===== config.mk =====
export PLATFORM = sky130hd
export DESIGN_NAME = haptic_sphere_contact_force
export DESIGN_NICKNAME = d
export VERILOG_FILES = /design/src/hw/rtl/hscf_pkg.sv /design/src/hw/rtl/hscf_ctrl.sv /design/src/hw/rtl/hscf_dp.sv /design/src/hw/rtl/haptic_sphere_contact_force.sv
export VERILOG_INCLUDE_DIRS = /design/src /design/src/hw/rtl
export SDC_FILE = /design/constraint.sdc
export NUM_CORES = 2
export LEC_CHECK = 0
export BUFFER_PORTS_ARGS = -buffer_cell sky130_fd_sc_hd__buf_2
export CORE_MARGIN = 5
export CORE_UTILIZATION = 49
export DETAILED_ROUTE_END_ITERATION = 16
export PLACE_DENSITY_LB_ADDON = 0.08
export SLEW_MARGIN = 40
export SYNTH_ARGS = -nofsm -noshare
export SYNTH_HDL_FRONTEND = slang
export SYNTH_SLANG_ARGS = --single-unit

===== constraint.sdc =====
create_clock -name clk -period 12.3 [get_ports clk]
set_clock_uncertainty 0.15 [all_clocks]
set_input_delay 1.23 -clock clk [delete_from_list [all_inputs] [get_ports clk]]
set_output_delay 1.23 -clock clk [all_outputs]
set_load 0.01 [all_outputs]

===== src/hw/rtl/haptic_sphere_contact_force_defines.svh =====
// Assertion macros for the haptic sphere contact force block.
`ifndef HAPTIC_SPHERE_CONTACT_FORCE_DEFINES_SVH
`define HAPTIC_SPHERE_CONTACT_FORCE_DEFINES_SVH
`ifndef SYNTHESIS
`define HSCF_ASSERT_IMP(label, clk, rst, a, c) \
  label: assert property (@(posedge clk) disable iff (rst) (a) |-> (c)) \
    else $error("assertion failed");
`define HSCF_ASSERT_NXT(label, clk, rst, a, c) \
  label: assert property (@(posedge clk) disable iff (rst) (a) |=> (c)) \
    else $error("assertion failed");
`else
`define HSCF_ASSERT_IMP(label, clk, rst, a, c)
`define HSCF_ASSERT_NXT(label, clk, rst, a, c)
`endif
`endif


===== src/hw/rtl/hscf_pkg.sv =====
package hscf_pkg;
  localparam int POS_WIDTH_DEF = 20;
  localparam int FRAC_BITS_DEF = 10;
  localparam int FORCE_WIDTH = 17;
  localparam int RAD_WIDTH = 18;
  localparam int CUR_WIDTH = 16;
  localparam int STIFF_WIDTH = 21;
  localparam int LIM_WIDTH = 16;
  localparam int CFG_IDX_WIDTH = 3;
  localparam int CFG_DATA_WIDTH = 32;

  localparam logic [CFG_IDX_WIDTH-1:0] REG_CENTRE_X = 3'd0;
  localparam logic [CFG_IDX_WIDTH-1:0] REG_CENTRE_Y = 3'd1;
  localparam logic [CFG_IDX_WIDTH-1:0] REG_CENTRE_Z = 3'd2;
  localparam logic [CFG_IDX_WIDTH-1:0] REG_SPHERE_RADIUS = 3'd3;
  localparam logic [CFG_IDX_WIDTH-1:0] REG_CURSOR_RADIUS = 3'd4;
  localparam logic [CFG_IDX_WIDTH-1:0] REG_STIFFNESS = 3'd5;
  localparam logic [CFG_IDX_WIDTH-1:0] REG_FORCE_LIMIT = 3'd6;

  typedef struct packed {
    logic load;
    logic sq_start;
    logic sq_acc;
    logic sqrt_init;
    logic sqrt_step;
    logic eval;
    logic mag_mul;
    logic div_init;
    logic div_step;
    logic div_store;
    logic out_load;
  } cmd_t;

  typedef struct packed {
    logic contact;
  } stat_t;
endpackage


===== src/hw/rtl/hscf_ctrl.sv =====
module hscf_ctrl #(
  parameter int SQRT_STEPS = 33,
  parameter int DIV_STEPS = 17
) (
  input  logic clk,
  input  logic rst,
  input  logic in_valid,
  output logic in_ready,
  input  logic out_busy,
  output hscf_pkg::cmd_t cmd,
  input  hscf_pkg::stat_t stat
);
  import hscf_pkg::*;

  typedef enum logic [9:0] {
    S_IDLE = 10'b0000000001,
    S_SQ   = 10'b0000000010,
    S_SQRT = 10'b0000000100,
    S_EVAL = 10'b0000001000,
    S_MAG  = 10'b0000010000,
    S_DIVI = 10'b0000100000,
    S_DIV  = 10'b0001000000,
    S_DST  = 10'b0010000000,
    S_OUT  = 10'b0100000000,
    S_WAIT = 10'b1000000000
  } state_t;

  localparam int CW = $clog2(SQRT_STEPS + DIV_STEPS + 4);

  state_t state, state_next;
  logic [CW-1:0] cnt, cnt_next;
  logic [1:0] lane, lane_next;

  assign in_ready = (state == S_IDLE);

  always_comb begin
    state_next = state;
    cnt_next = cnt;
    lane_next = lane;
    cmd = '0;
    case (state)
      S_IDLE: begin
        if (in_valid) begin
          cmd.load = 1'b1;
          state_next = S_SQ;
          cnt_next = '0;
        end
      end
      S_SQ: begin
        if (cnt == '0) cmd.sq_start = 1'b1;
        else cmd.sq_acc = 1'b1;
        cnt_next = cnt + 1'b1;
        if (cnt == CW'(2)) begin
          state_next = S_SQRT;
          cnt_next = '0;
        end
      end
      S_SQRT: begin
        if (cnt == '0) cmd.sqrt_init = 1'b1;
        else cmd.sqrt_step = 1'b1;
        cnt_next = cnt + 1'b1;
        if (cnt == CW'(SQRT_STEPS)) state_next = S_EVAL;
      end
      S_EVAL: begin
        cmd.eval = 1'b1;
        state_next = S_MAG;
      end
      S_MAG: begin
        cmd.mag_mul = 1'b1;
        lane_next = '0;
        state_next = stat.contact ? S_DIVI : S_WAIT;
      end
      S_DIVI: begin
        cmd.div_init = 1'b1;
        cnt_next = '0;
        state_next = S_DIV;
      end
      S_DIV: begin
        cmd.div_step = 1'b1;
        cnt_next = cnt + 1'b1;
        if (cnt == CW'(DIV_STEPS - 1)) state_next = S_DST;
      end
      S_DST: begin
        cmd.div_store = 1'b1;
        lane_next = lane + 1'b1;
        state_next = (lane == 2'd2) ? S_WAIT : S_DIVI;
      end
      S_WAIT: begin
        if (!out_busy) begin
          cmd.out_load = 1'b1;
          state_next = S_IDLE;
        end
      end
      S_OUT: state_next = S_IDLE;
      default: state_next = S_IDLE;
    endcase
  end

  always_ff @(posedge clk) begin
    if (rst) begin
      state <= S_IDLE;
      cnt <= '0;
      lane <= '0;
    end else begin
      state <= state_next;
      cnt <= cnt_next;
      lane <= lane_next;
    end
  end
endmodule


===== src/hw/rtl/hscf_dp.sv =====
module hscf_dp #(
  parameter int POS_WIDTH = hscf_pkg::POS_WIDTH_DEF,
  parameter int FRAC_BITS = hscf_pkg::FRAC_BITS_DEF
) (
  input  logic clk,
  input  logic rst,
  input  hscf_pkg::cmd_t cmd,
  output hscf_pkg::stat_t stat,
  input  logic cfg_valid,
  input  logic [hscf_pkg::CFG_IDX_WIDTH-1:0] cfg_index,
  input  logic [hscf_pkg::CFG_DATA_WIDTH-1:0] cfg_data,
  input  logic signed [POS_WIDTH-1:0] pos_x,
  input  logic signed [POS_WIDTH-1:0] pos_y,
  input  logic signed [POS_WIDTH-1:0] pos_z,
  input  logic just_activated,
  input  logic out_ready,
  output logic out_valid,
  output logic signed [hscf_pkg::FORCE_WIDTH-1:0] force_x,
  output logic signed [hscf_pkg::FORCE_WIDTH-1:0] force_y,
  output logic signed [hscf_pkg::FORCE_WIDTH-1:0] force_z,
  output logic inside_mode,
  output logic in_contact
);
  import hscf_pkg::*;

  localparam int DW = POS_WIDTH + 1;
  localparam int AW = POS_WIDTH + 1;
  localparam int SW = 2 * AW + 2;
  localparam int RW = SW / 2 + 1;
  localparam int EW = RW + 2;
  localparam int PW = STIFF_WIDTH + EW;
  localparam int QW = LIM_WIDTH + AW;

  logic signed [POS_WIDTH-1:0] centre_x, centre_y, centre_z;
  logic [RAD_WIDTH-1:0] sphere_radius;
  logic [CUR_WIDTH-1:0] cursor_radius;
  logic signed [STIFF_WIDTH-1:0] stiffness;
  logic [LIM_WIDTH-1:0] force_limit;

  always_ff @(posedge clk) begin
    if (rst) begin
      centre_x <= '0;
      centre_y <= '0;
      centre_z <= -POS_WIDTH'(10 << FRAC_BITS);
      sphere_radius <= RAD_WIDTH'(7 << FRAC_BITS);
      cursor_radius <= CUR_WIDTH'(1 << (FRAC_BITS - 1));
      stiffness <= -STIFF_WIDTH'(40 << FRAC_BITS);
      force_limit <= LIM_WIDTH'(40 << FRAC_BITS);
    end else if (cfg_valid) begin
      case (cfg_index)
        REG_CENTRE_X: centre_x <= cfg_data[POS_WIDTH-1:0];
        REG_CENTRE_Y: centre_y <= cfg_data[POS_WIDTH-1:0];
        REG_CENTRE_Z: centre_z <= cfg_data[POS_WIDTH-1:0];
        REG_SPHERE_RADIUS: sphere_radius <= cfg_data[RAD_WIDTH-1:0];
        REG_CURSOR_RADIUS: cursor_radius <= cfg_data[CUR_WIDTH-1:0];
        REG_STIFFNESS: stiffness <= cfg_data[STIFF_WIDTH-1:0];
        REG_FORCE_LIMIT: force_limit <= cfg_data[LIM_WIDTH-1:0];
        default: ;
      endcase
    end
  end

  logic [AW-1:0] ax [3];
  logic neg [3];
  logic act;
  logic [SW-1:0] sum;
  logic [1:0] sq_sel;
  logic [AW-1:0] sq_op;
  logic [SW-1:0] rem;
  logic [SW-1:0] root;
  logic [SW-1:0] bitv;
  logic inside_latch;
  logic signed [EW-1:0] e;
  logic contact;
  logic neg_ke;
  logic [LIM_WIDTH-1:0] mag;
  logic [1:0] lane;
  logic [QW-1:0] dnum;
  logic [RW:0] drem;
  logic [QW-1:0] quo;
  logic [FORCE_WIDTH-1:0] fq [3];

  logic signed [DW-1:0] dx, dy, dz;
  assign dx = DW'(pos_x) - DW'(centre_x);
  assign dy = DW'(pos_y) - DW'(centre_y);
  assign dz = DW'(pos_z) - DW'(centre_z);

  assign sq_op = ax[sq_sel];

  logic [SW-1:0] trial;
  assign trial = root + bitv;

  logic signed [EW-1:0] rad_in, rad_out, dsig;
  assign dsig = EW'(root);
  assign rad_in = EW'(sphere_radius) - EW'(cursor_radius);
  assign rad_out = EW'(sphere_radius) + EW'(cursor_radius);

  logic signed [EW-1:0] e_now;
  logic lat_now;
  assign lat_now = act ? (dsig < EW'(sphere_radius)) : inside_latch;
  assign e_now = dsig - (lat_now ? rad_in : rad_out);

  logic [EW-1:0] abs_e;
  logic [STIFF_WIDTH-1:0] abs_k;
  logic [PW-1:0] prod;
  logic [PW-1:0] prod_sh;
  assign abs_e = e[EW-1] ? -e : e;
  assign abs_k = stiffness[STIFF_WIDTH-1] ? -stiffness : stiffness;
  assign prod = PW'(abs_e) * PW'(abs_k);
  assign prod_sh = prod >> FRAC_BITS;

  logic [RW+1:0] dtry;
  assign dtry = {drem, dnum[QW-1]} - (RW+2)'(root);

  always_ff @(posedge clk) begin
    if (rst) begin
      inside_latch <= 1'b0;
    end else if (cmd.eval && act) begin
      inside_latch <= lat_now;
    end
  end

  always_ff @(posedge clk) begin
    if (cmd.load) begin
      ax[0] <= dx[DW-1] ? AW'(-dx) : AW'(dx);
      ax[1] <= dy[DW-1] ? AW'(-dy) : AW'(dy);
      ax[2] <= dz[DW-1] ? AW'(-dz) : AW'(dz);
      neg[0] <= dx[DW-1];
      neg[1] <= dy[DW-1];
      neg[2] <= dz[DW-1];
      act <= just_activated;
      sq_sel <= '0;
    end
    if (cmd.sq_start || cmd.sq_acc) begin
      sum <= (cmd.sq_start ? '0 : sum) + SW'(SW'(sq_op) * SW'(sq_op));
      sq_sel <= sq_sel + 1'b1;
    end
    if (cmd.sqrt_init) begin
      rem <= sum;
      root <= '0;
      bitv <= SW'(1) << (2 * (SW / 2) - 2);
    end
    if (cmd.sqrt_step) begin
      if (rem >= trial) begin
        rem <= rem - trial;
        root <= (root >> 1) + bitv;
      end else begin
        root <= root >> 1;
      end
      bitv <= bitv >> 2;
    end
    if (cmd.eval) begin
      e <= e_now;
      contact <= (lat_now ? (e_now > 0) : (e_now < 0)) && (root != '0);
    end
    if (cmd.mag_mul) begin
      neg_ke <= stiffness[STIFF_WIDTH-1] != e[EW-1];
      mag <= (prod_sh > PW'(force_limit)) ? force_limit : LIM_WIDTH'(prod_sh);
      lane <= '0;
      fq[0] <= '0;
      fq[1] <= '0;
      fq[2] <= '0;
    end
    if (cmd.div_init) begin
      dnum <= QW'(mag) * QW'(ax[lane]);
      drem <= '0;
      quo <= '0;
    end
    if (cmd.div_step) begin
      if (!dtry[RW+1]) begin
        drem <= dtry[RW:0];
        quo <= {quo[QW-2:0], 1'b1};
      end else begin
        drem <= {drem[RW-1:0], dnum[QW-1]};
        quo <= {quo[QW-2:0], 1'b0};
      end
      dnum <= dnum << 1;
    end
    if (cmd.div_store) begin
      fq[lane] <= (neg_ke != neg[lane]) ? -FORCE_WIDTH'(quo) : FORCE_WIDTH'(quo);
      lane <= lane + 1'b1;
    end
  end

  always_ff @(posedge clk) begin
    if (rst) begin
      out_valid <= 1'b0;
    end else if (cmd.out_load) begin
      out_valid <= 1'b1;
    end else if (out_ready) begin
      out_valid <= 1'b0;
    end
  end

  always_ff @(posedge clk) begin
    if (cmd.out_load) begin
      force_x <= fq[0];
      force_y <= fq[1];
      force_z <= fq[2];
      inside_mode <= inside_latch;
      in_contact <= contact;
    end
  end

  assign stat.contact = contact;
endmodule


===== src/hw/rtl/haptic_sphere_contact_force.sv =====
// Haptic sphere contact force: penalty-spring force against a fixed sphere.
// A tool position transfers in on the input channel (in_valid, in_ready).
// The block forms the offset from the sphere centre, its length by a
// bit-serial square root, the spring magnitude by one multiply, and each
// force component by a restoring divider working one quotient bit a cycle.
// One result transfers out per input on the output channel.
// The steps in order are the squaring of the three offsets, the square
// root loop and, with contact only, three serial divisions. A new item
// can be accepted in the same cycle that out_valid rises.
// One item is processed at a time; in_ready is high only while idle.
// The result sits in an output register; while the receiver stalls the
// block holds it, and a further item is accepted but waits to load its result.
// Reset clears the inside latch and loads the default sphere registers.
// Configuration writes transfer on cfg_valid and cfg_ready, which is always
// high; they must only be issued while the block is idle.
module haptic_sphere_contact_force #(
  parameter int POS_WIDTH = hscf_pkg::POS_WIDTH_DEF,
  parameter int FRAC_BITS = hscf_pkg::FRAC_BITS_DEF
) (
  input  logic clk,
  input  logic rst,
  input  logic cfg_valid,
  output logic cfg_ready,
  input  logic [hscf_pkg::CFG_IDX_WIDTH-1:0] cfg_index,
  input  logic [hscf_pkg::CFG_DATA_WIDTH-1:0] cfg_data,
  input  logic in_valid,
  output logic in_ready,
  input  logic signed [POS_WIDTH-1:0] pos_x,
  input  logic signed [POS_WIDTH-1:0] pos_y,
  input  logic signed [POS_WIDTH-1:0] pos_z,
  input  logic just_activated,
  output logic out_valid,
  input  logic out_ready,
  output logic signed [hscf_pkg::FORCE_WIDTH-1:0] force_x,
  output logic signed [hscf_pkg::FORCE_WIDTH-1:0] force_y,
  output logic signed [hscf_pkg::FORCE_WIDTH-1:0] force_z,
  output logic inside_mode,
  output logic in_contact
);
  import hscf_pkg::*;
`include "haptic_sphere_contact_force_defines.svh"

  localparam int SW = 2 * (POS_WIDTH + 1) + 2;
  localparam int SQRT_STEPS = SW / 2;
  localparam int DIV_STEPS = LIM_WIDTH + POS_WIDTH + 1;

  cmd_t cmd;
  stat_t stat;
  logic out_busy;

  assign cfg_ready = 1'b1;
  assign out_busy = out_valid && !out_ready;

  hscf_ctrl #(.SQRT_STEPS(SQRT_STEPS), .DIV_STEPS(DIV_STEPS)) u_ctrl (
    .clk(clk), .rst(rst), .in_valid(in_valid), .in_ready(in_ready),
    .out_busy(out_busy), .cmd(cmd), .stat(stat)
  );

  hscf_dp #(.POS_WIDTH(POS_WIDTH), .FRAC_BITS(FRAC_BITS)) u_dp (
    .clk(clk), .rst(rst), .cmd(cmd), .stat(stat),
    .cfg_valid(cfg_valid), .cfg_index(cfg_index), .cfg_data(cfg_data),
    .pos_x(pos_x), .pos_y(pos_y), .pos_z(pos_z),
    .just_activated(just_activated), .out_ready(out_ready),
    .out_valid(out_valid), .force_x(force_x), .force_y(force_y),
    .force_z(force_z), .inside_mode(inside_mode), .in_contact(in_contact)
  );

  `HSCF_ASSERT_NXT(a_busy_after_accept, clk, rst, in_valid && in_ready, !in_ready)
  `HSCF_ASSERT_IMP(a_no_accept_pending, clk, rst, out_valid && !out_ready, !cmd.out_load)
  `HSCF_ASSERT_IMP(a_zero_without_contact, clk, rst, out_valid && !in_contact,
    force_x == '0 && force_y == '0 && force_z == '0)
endmodule


==> summary.md <==
| Metric | Value |
|---|---|
| Outcome | `complete, no violations` |
| Synthesis warning total | `0` |
| R2R Setup Slk | `0.96 ns` |
| Number of I/O pins | `roughly 160` |
| Initial antenna violation count | `18` |
| Peak clock frequency supported by timing | `88.2 MHz` |
| Setup slack after layout | `about 0.96 ns` |
| Headroom to the max-slew limit | `40.4%` |
| Number of setup violations in the final report | `0` |
| Number of nets in the layout | `~11000` |
| Combined global-route utilization of all metal layers | `between 20 and 30%` |
| Post-CTS Setup Repair Bufs | `0` |
| Critical setup path kind | `reg -> reg` |
| Terminating pin of the worst hold path | `force_y[8]$_DFFE_PP_` |
| Arrival time reported for the critical path endpoint | `roughly 12 ns` |
| Syn Inst Count | `between 8000 and 9000` |
| Post-layout utilization of the core | `53.2%` |
| Cell area after synthesis | `~78000 um2` |
| Via count | `60200` |
| Reg2reg path depth | `37` |
| Hold Path Class | `reg -> reg` |
| Crit Reg-Reg Endpoint | `u_dp.mag[8]$_DFFE_PP_` |
| Main flop type after synthesis | `edfxtp_1` |
| Die Area | `between 150000 and 200000 um2` |
| Global-route wire length before repair | `357000 um` |
| Transition at the pin with the smallest max-transition slack | `0.894 ns` |
| Sum of negative setup slack | `0 ns` |
| Source of the worst register-to-register timing path | `u_dp.e[8]$_DFFE_PN_` |
| Core region area | `158000 um2` |
| Buffer levels on the longest clock path | `3` |
| Overall die height | `408 um` |
| Register bit count reported by yosys | `approximately 600` |
| Share of cells above drive strength 1 | `6.60%` |
| Slowest library cell on the worst path | `or4_1` |
| Delay of the slowest critical-path stage | `0.65 ns` |
| Initial standard-cell utilization of the core | `49.2%` |
| Share of the clock period used by the worst path | `between 90% and 100%` |
| Estimated wirelength of the detail-placed design | `between 150000 and 200000 um` |
| Post-DR vias/cell | `5.55` |
| Final RePlAce weighted congestion | `0.929` |
| Fraction of post-synthesis cell area in the top cell type by area | `a little over a quarter` |
| Number of antenna-violating nets in the routed design | `0` |
| Data required, critical path | `12.56 ns` |
| Count of flip-flops with a built-in enable after synthesis | `slightly above 400` |
| Synth async-reset ratio | `0%` |
| Number of DRC markers in iteration 0 | `4313` |
| CP max FO | `16` |
| Clock tree from TritonCTS | `built` |
| Maximum number of pins on one net before global-route repair | `96` |
| DRC violations left | `0` |
| Worst Min Path Start | `u_dp.fq[1][8]$_SDFFCE_PN0P_` |
| Dominant cell type by count on the critical path | `fa_1` |
| Number of resized instances in the post-cts repair step | `0` |
| Synth-to-Final Area Change | `8.19%` |
| Worst slack after detailed placement | `~1.1 ns` |
| Reported max-cap violation count | `0` |
| Number of hold buffers added after CTS | `0` |
| Cts bufs inserted | `76` |
| Top cells by area in the synthesized netlist | `fa_1 27%, edfxtp_1 16%, ha_1 11%` |
| Count of different cell masters after synthesis | `93` |
| Mean cell area of the mapped netlist | `roughly 9 um2` |
| Total count of max-transition violations in the final report | `0` |
| Cell at the root of the clock tree | `clkbuf_16` |
| Via count of the first global-routing pass | `60500` |
| Shortest clock period the worst path allows after layout | `11.34 ns` |
| CP Launch Type | `flip-flop` |
| Synthesized net count | `10500` |
| Routed len/inst | `21.2 um` |
| Rows | `146` |
| Count of clock tree sinks | `604` |
| Fraction of the yosys area taken by sequential cells | `20.8%` |
| Final routed wirelength across all metal layers | `roughly 230000 um` |
| Fillcell total | `14600` |
| I/O Buffers | `144` |
| Setup repair after global routing missed its margin | `no` |
| Clock latency on the worst-skew pair | `0.70 ns` |
| First-pass iteration count of the detailed router | `6` |
| Chip width | `408 um` |
| Yosys top cell by area | `fa_1` |
| Clock-pin slew on the worst setup and hold paths | `roughly 0.06 ns` |
| Congestion Overflow GR | `0` |
| Number of H-tree levels | `3` |
| Hold Fails Final Rpt | `0` |
| Crit path capture type | `flip-flop` |
| Depth of the worst hold-timing path | `0` |
-- cells in the final DEF (no fill, tap or decap), types with 15 or more instances in the layout --
master / instances
a211o_1: 24
a211oi_1: 41
a21boi_0: 15
a21o_1: 150
a21oi_1: 413
a31o_2: 17
a31oi_1: 64
and2_1: 191
and3_1: 25
buf_2: 143
buf_4: 168
clkbuf_1: 18
clkbuf_16: 77
dfxtp_1: 198
edfxtp_1: 404
fa_1: 1056
ha_1: 688
inv_1: 1457
mux2_2: 15
mux2i_1: 120
nand2_1: 1157
nand2b_1: 58
nand3_1: 62
nand3b_1: 20
nand4_1: 39
nor2_1: 794
nor2b_1: 61
nor3_1: 80
nor4_1: 38
o21a_1: 57
o21ai_0: 197
o21ai_1: 32
o21bai_1: 35
o31ai_1: 40
or2_2: 22
or3_1: 21
xnor2_1: 278
xor2_1: 179
-- logic make-up (layout without fill, tap and decap cells) --
family,after synthesis,count (layout),synth area share [%]
and+or+nand+nor,2643,2643,15.0
AOI/OAI and AO/OA,1234,1234,10.1
xor gates and xnor gates,472,472,5.33
adders and majority gates,1744,1744,38.3
buffers and inverters,1765,1931,8.55
other,1,4,0.00483
DFF,604,604,20.8
muxes,145,145,1.97
-- worst max-delay path: cells and delay by family, from the launching register on --
kind | cells | cell delay [ns]
DFF | 1 | 0.49
buffers and inverters | 5 | 0.44
muxes | 1 | 0.44
adders and majority gates | 9 | 4.01
xor gates and xnor gates | 2 | 0.36
AOI/OAI and AO/OA | 7 | 1.38
and+or+nand+nor | 13 | 3.73
-- how the worst max path moves through the flow --
stage	startpoint	to	slack, ns	cells past startpoint
after detailed placement	u_dp.e[8]$_DFFE_PN_	u_dp.mag[8]$_DFFE_PP_	1.08	37
final	u_dp.e[8]$_DFFE_PN_	u_dp.mag[8]$_DFFE_PP_	0.96	37
after CTS	u_dp.e[8]$_DFFE_PN_	u_dp.mag[8]$_DFFE_PP_	0.98	37
after global placement	u_dp.e[0]$_DFFE_PN_	u_dp.mag[7]$_DFFE_PP_	1.17	39
after global routing	u_dp.e[8]$_DFFE_PN_	u_dp.mag[8]$_DFFE_PP_	0.35	37
after floorplan	u_dp.e[0]$_DFFE_PN_	u_dp.mag[10]$_DFFE_PP_	1.95	42
-- state kept, by name, summed over array words and instances (netlist names), 24 cells and up, named ones only --
| signal | flops |
|---|---|
| u_dp.root | 44 |
| u_dp.e | 25 |
| u_dp.dnum | 37 |
| u_dp.sum | 44 |
| u_dp.ax | 63 |
| u_dp.drem | 24 |
| u_dp.fq | 51 |
| u_dp.rem | 44 |
-- layer usage --
metal / wire length, um / share of wire, % / GRT usage, %
met5: 85 / 0.037 / 0
met4: 7360 / 3.2 / 8.18
met3: 17300 / 7.5 / 5.19
met2: 102000 / 45 / 43.2
met1: 102000 / 45 / 39.1
-- per-stage QoR --
stage / hold WS, ns / instance area, um2 / std cells
2_1_floorplan: 0.250 / 77700 / 8608
3_3_place_gp: 0.253 / 81300 / 10700
3_5_place_dp: 0.255 / 81500 / 10700
4_1_cts: 0.268 / 84000 / 10800
5_1_grt: 0.271 / 84000 / 10800
6_report: 0.268 / 84000 / 10800
-- area by class of cell --
class                   count  area [um2]  area share (%)
multi-input cells        6239       55200            65.7
flip-flops and latches    604       16100            19.2
inverters                1468        5510            6.56
diodes                      3        7.51         0.00893
repair buffers            321        2100            2.50
well taps                2072        2590            3.09
clock inverters            41         413           0.491
clock buffers             101        2070            2.46
-- synth_stat cells, types with 11 or more instances --
master	instances
a211o_1	24
a211oi_1	41
a21boi_0	15
a21o_1	150
a21oi_1	416
a31o_2	17
a31oi_1	64
and2_1	191
and3_1	26
buf_1	19
clkbuf_1	273
dfxtp_1	200
edfxtp_1	404
fa_1	1056
ha_1	688
inv_1	1461
mux2_2	15
mux2i_1	120
nand2_1	1164
nand2b_1	58
nand3_1	65
nand3b_1	20
nand4_1	39
nor2_1	799
nor2b_1	62
nor3_1	81
nor4_1	39
o211ai_1	11
o21a_1	58
o21ai_0	214
o21ai_1	22
o21bai_1	35
o31ai_1	40
o41ai_1	15
or2_2	22
or3_1	21
or4_1	12
xnor2_1	288
xor2_1	183
Power is left out: the tool's default activity adds up to more than one toggle a clock period on the data nets, which glitch-free logic cannot reach.
